File: src/design/hcbd_pkg.sv
// ----------------------------------------------------------------------------
// hcbd_pkg
// Shared types for the handheld console bus decoder.
// ----------------------------------------------------------------------------
package hcbd_pkg;

    // region codes reported with every result
    typedef enum logic [2:0] {
        REGION_ROM  = 3'd0,
        REGION_VRAM = 3'd1,
        REGION_WRAM = 3'd2,
        REGION_IO   = 3'd3,
        REGION_HRAM = 3'd4,
        REGION_IE   = 3'd5,
        REGION_NONE = 3'd6
    } region_t;

    // bus access kind
    typedef enum logic {
        OP_READ  = 1'b0,
        OP_WRITE = 1'b1
    } op_t;

    // decoded access held between the input and the result register
    typedef struct packed {
        logic       is_write;
        region_t    region;
        logic       is_dma;
        logic [7:0] rom_byte;
        logic [7:0] ie_byte;
    } stage_t;

endpackage

File: src/design/hcbd_result.sv
// ----------------------------------------------------------------------------
// hcbd_result
// Read data selection and the result register of the master side.
// ----------------------------------------------------------------------------
module hcbd_result (
    input  logic              clk,
    input  logic              rst_n,
    input  logic              load,
    input  hcbd_pkg::stage_t  stage,
    input  logic [7:0]        vram_q,
    input  logic [7:0]        wram_q,
    input  logic [7:0]        io_q,
    input  logic [7:0]        hram_q,
    output logic              out_free,
    output logic              m_tvalid,
    input  logic              m_tready,
    output logic [7:0]        m_tdata,   // read_data
    output logic [2:0]        m_tuser    // region
);

    logic [7:0] rd_next;
    logic [7:0] rd_reg;
    logic [2:0] region_reg;
    logic       valid_reg;

    // pick the byte for this access
    always_comb
    begin
        rd_next = 8'h00;
        if (!stage.is_write)
        begin
            case (stage.region)
                hcbd_pkg::REGION_ROM:  rd_next = stage.rom_byte;
                hcbd_pkg::REGION_VRAM: rd_next = vram_q;
                hcbd_pkg::REGION_WRAM: rd_next = wram_q;
                hcbd_pkg::REGION_IO:   rd_next = stage.is_dma ? 8'hff : io_q;
                hcbd_pkg::REGION_HRAM: rd_next = hram_q;
                hcbd_pkg::REGION_IE:   rd_next = stage.ie_byte;
                default:               rd_next = 8'h00;
            endcase
        end
    end

    assign out_free = !valid_reg || m_tready;

    // result valid flag
    always_ff @(posedge clk or negedge rst_n)
    begin
        if (!rst_n)
        begin
            valid_reg <= 1'b0;
        end
        else if (out_free)
        begin
            valid_reg <= load;
        end
    end

    // result payload
    always_ff @(posedge clk)
    begin
        if (load)
        begin
            rd_reg     <= rd_next;
            region_reg <= stage.region;
        end
    end

    assign m_tvalid = valid_reg;
    assign m_tdata  = rd_reg;
    assign m_tuser  = region_reg;

endmodule

File: config.mk
export PLATFORM = sky130hd
export DESIGN_NAME = hcbd_result
export DESIGN_NICKNAME = d
export VERILOG_FILES = /design/src/design/hcbd_pkg.sv /design/src/design/hcbd_result.sv
export SDC_FILE = /design/constraint.sdc
export NUM_CORES = 1
export LEC_CHECK = 0
export BUFFER_PORTS_ARGS = -buffer_cell sky130_fd_sc_hd__buf_2
export CORE_ASPECT_RATIO = 0.8
export CORE_MARGIN = 10
export CORE_UTILIZATION = 30
export DETAILED_ROUTE_END_ITERATION = 7
export SYNTH_ARGS = -nofsm -noshare
export SYNTH_HDL_FRONTEND = slang
export SYNTH_SLANG_ARGS = --single-unit
File: constraint.sdc
create_clock -name clk -period 0.8 [get_ports clk]
set_input_delay 0.16 -clock clk [delete_from_list [all_inputs] [get_ports clk]]
set_output_delay 0.16 -clock clk [all_outputs]
set_load 0.05 [all_outputs]
==> results_dict.tcl <==
set metrics [dict create \
    status "finished, violations left" \
    failed_checks "negative setup slack" \
    grt_pass1_wl_um 5140 \
    synth.cell_area_um2 863 \
    ir_drop_mv 0.495 \
    dpl.hpwl_um 2840 \
    antenna_found_initial 0 \
    cp.required_ns 0.64 \
    multi_input_area_um2 544 \
    cap_violations 0 \
    cts_root_buffer "clkbuf_4" \
    avgSynthCellArea_um2 10.4 \
    grt.total_usage 0.121 \
    cts.clk_slew.worst_paths_ns 0.07 \
    ys_warn_count 0 \
    worstSetupStartpointType "flip-flop" \
    vias 1040 \
    gp_congestion 0.807 \
    cts.htree.levels 1 \
    synth.area.top_cells "edfxtp_1, mux2i_1, buf_6" \
    hold_ws_ns 0.0990 \
    fin_total_pwr_mw 2.05 \
    clock_path_buffers 2 \
    leakagePower_nw 0.749 \
    layout.nets 232 \
    slew_viol_final 0 \
    ys_seq_area_frac 0.412 \
    rows 17 \
    dr.pass1.iters 4 \
    ys_async_sr_fraction 0.0833 \
    yosysUniqueCellTypes 27 \
    critPathSlowestCell "dfrtp_2" \
    dp_cells 200 \
    yosysMostFrequentCell "edfxtp_1" \
    ys.flop_type "edfxtp_1" \
    synth_top_area_frac 0.383 \
    core_um2 2770 \
    clock-sinks 12 \
    ff_latch_area_um2 357 \
    drt-initial-drc-count 57 \
    yosysTopAreaCell "edfxtp_1" \
    ant_nets 0 \
    clock_latency_ns 0.26 \
    synthesis.nets 140 \
    syn_to_final_growth_pct 95.2 \
    cts_tree "built" \
    fmax_mhz 929 \
    fin_worst_skew_ns 0 \
    synthTopCellsByCount "edfxtp_1, a31oi_1, mux2i_1" \
    post-route-min-period_ns 1.08 \
    final_cell_count_no_fill 212 \
    slowest_delay_ns 0.43 \
    worst_pin_slew_ns 0.344 \
    fin_ws_ns -0.276 \
    via_per_inst 4.91 \
    io_pins 70 \
    die_h_um 68.0 \
    wl_um 3430 \
    portBuffers 69 \
    grt_overflow_total 0 \
    drive_above_1_share 0.713 \
    max_slew_margin 0.770 \
    hold_viol_final 0 \
    drc 0 \
    grt_max_degree 13 \
    path_class "reg2out" \
    synth-seq-cells 12 \
    drt-wirelength-per-cell_um 16.2 \
    path_cells "nand2b_4 > buf_8" \
    power_density_nw_per_um2 1220 \
    cp-end-kind "output port" \
    diodes 0 \
    fill_cells 248 \
    worstPathArrival_ns 0.92 \
    numCtsBuffers 3 \
    synth_edf_count 11 \
    fin_area_um2 1690 \
    synthCells 83 \
    min_path_type "in2reg" \
    initial_core_util 0.312 \
    die_w_um 80.0 \
    rsz0062_at_grt "true" \
    dieArea_um2 5440 \
    finalCritPeriodShare 1.34 \
    place_area_um2 1350 \
    path_max_fanout 2 \
    finalSetupViolCount 22 \
    tns_ns -3.01 \
    grt_pass1_vias 1116 \
]
## cell usage in the layout (no fill, tap or decap), drive strengths merged, types with 2 or more instances in the layout
master / n
buf: 93
a211o: 3
a21oi: 5
nand3b: 3
mux2: 2
o2bb2ai: 2
clkbuf: 4
nand3: 5
nand2: 5
edfxtp: 11
mux2i: 6
nor2: 5
inv: 2
o221ai: 4
a31oi: 7
o21ai: 5
nand2b: 3
## logic make-up (layout without fill, tap and decap cells)
family | after synthesis | count (layout) | synth area share
and+or+nand+nor | 23 | 23 | 0.142
buffers and inverters | 9 | 100 | 0.0812
DFF | 12 | 12 | 0.412
AOI/OAI and AO/OA | 30 | 30 | 0.243
muxes | 9 | 9 | 0.122
## critical path, delay by kind of cell, from the launching register on
| family | cells | cell delay, ns |
|---|---|---|
| buffers and inverters | 1 | 0.14 |
| flip-flops | 1 | 0.43 |
| AND/OR/NAND/NOR | 1 | 0.08 |
## routing by layer
metal | share of wire | GRT usage | up-vias
li1 | - | - | 509
met5 | 0 | 0 | -
met3 | 0.10 | 0.0510 | 8
met1 | 0.43 | 0.144 | 463
met2 | 0.44 | 0.183 | 60
met4 | 0.023 | 0.0614 | 0
## flip-flops by register name, indices dropped and copies added (netlist names)
signal / cells
m_tuser: 3
m_tvalid: 1
m_tdata: 8
## cell type report
cell class / instances / share of cell area
Inverter: 2 / 0.00742
Multi-Input combinational cell: 62 / 0.323
Tap cell: 38 / 0.0282
Timing Repair Buffer: 94 / 0.414
Sequential cell: 12 / 0.212
Clock buffer: 4 / 0.0156
## path summary, 6_finish.rpt
check                           from    endpoint  slack (ns)  cells past startpoint
setup / recovery            m_tvalid    out_free       -0.28                      2
hold / removal             stage[18]  m_tuser[1]         0.1                      1
hold reg to reg             m_tvalid    m_tvalid        0.85                      5
setup reg to reg            m_tvalid    m_tvalid       -0.13                      5
min in group asynchronous      rst_n    m_tvalid        0.19                      2
max in group asynchronous      rst_n    m_tvalid        0.52                      2
## metrics by stage
step	util	setup slack [ns]
6_report	0.610	-0.276
3_5_place_dp	0.488	-0.467
3_3_place_gp	0.488	-0.460
4_1_cts	0.586	-0.294
2_1_floorplan	-	-0.359
5_1_grt	0.610	-0.328
## power breakdown
group          switching [mW]  internal (mW)
Clock                   0.186          0.193
Sequential             0.0255          0.745
Combinational           0.466          0.437
## what timing repair did
| action | CTS | global route |
|---|---|---|
| buffers inserted | 4 | 3 |
| endpoints found under the hold margin | 1 | 0 |
| hold buffers | 1 | 0 |
| pin swaps | 12 | 5 |
| setup endpoints to repair | 21 | 22 |
| resized for setup | 60 | 11 |
Note: power is estimated with default switching activity, not from simulation.
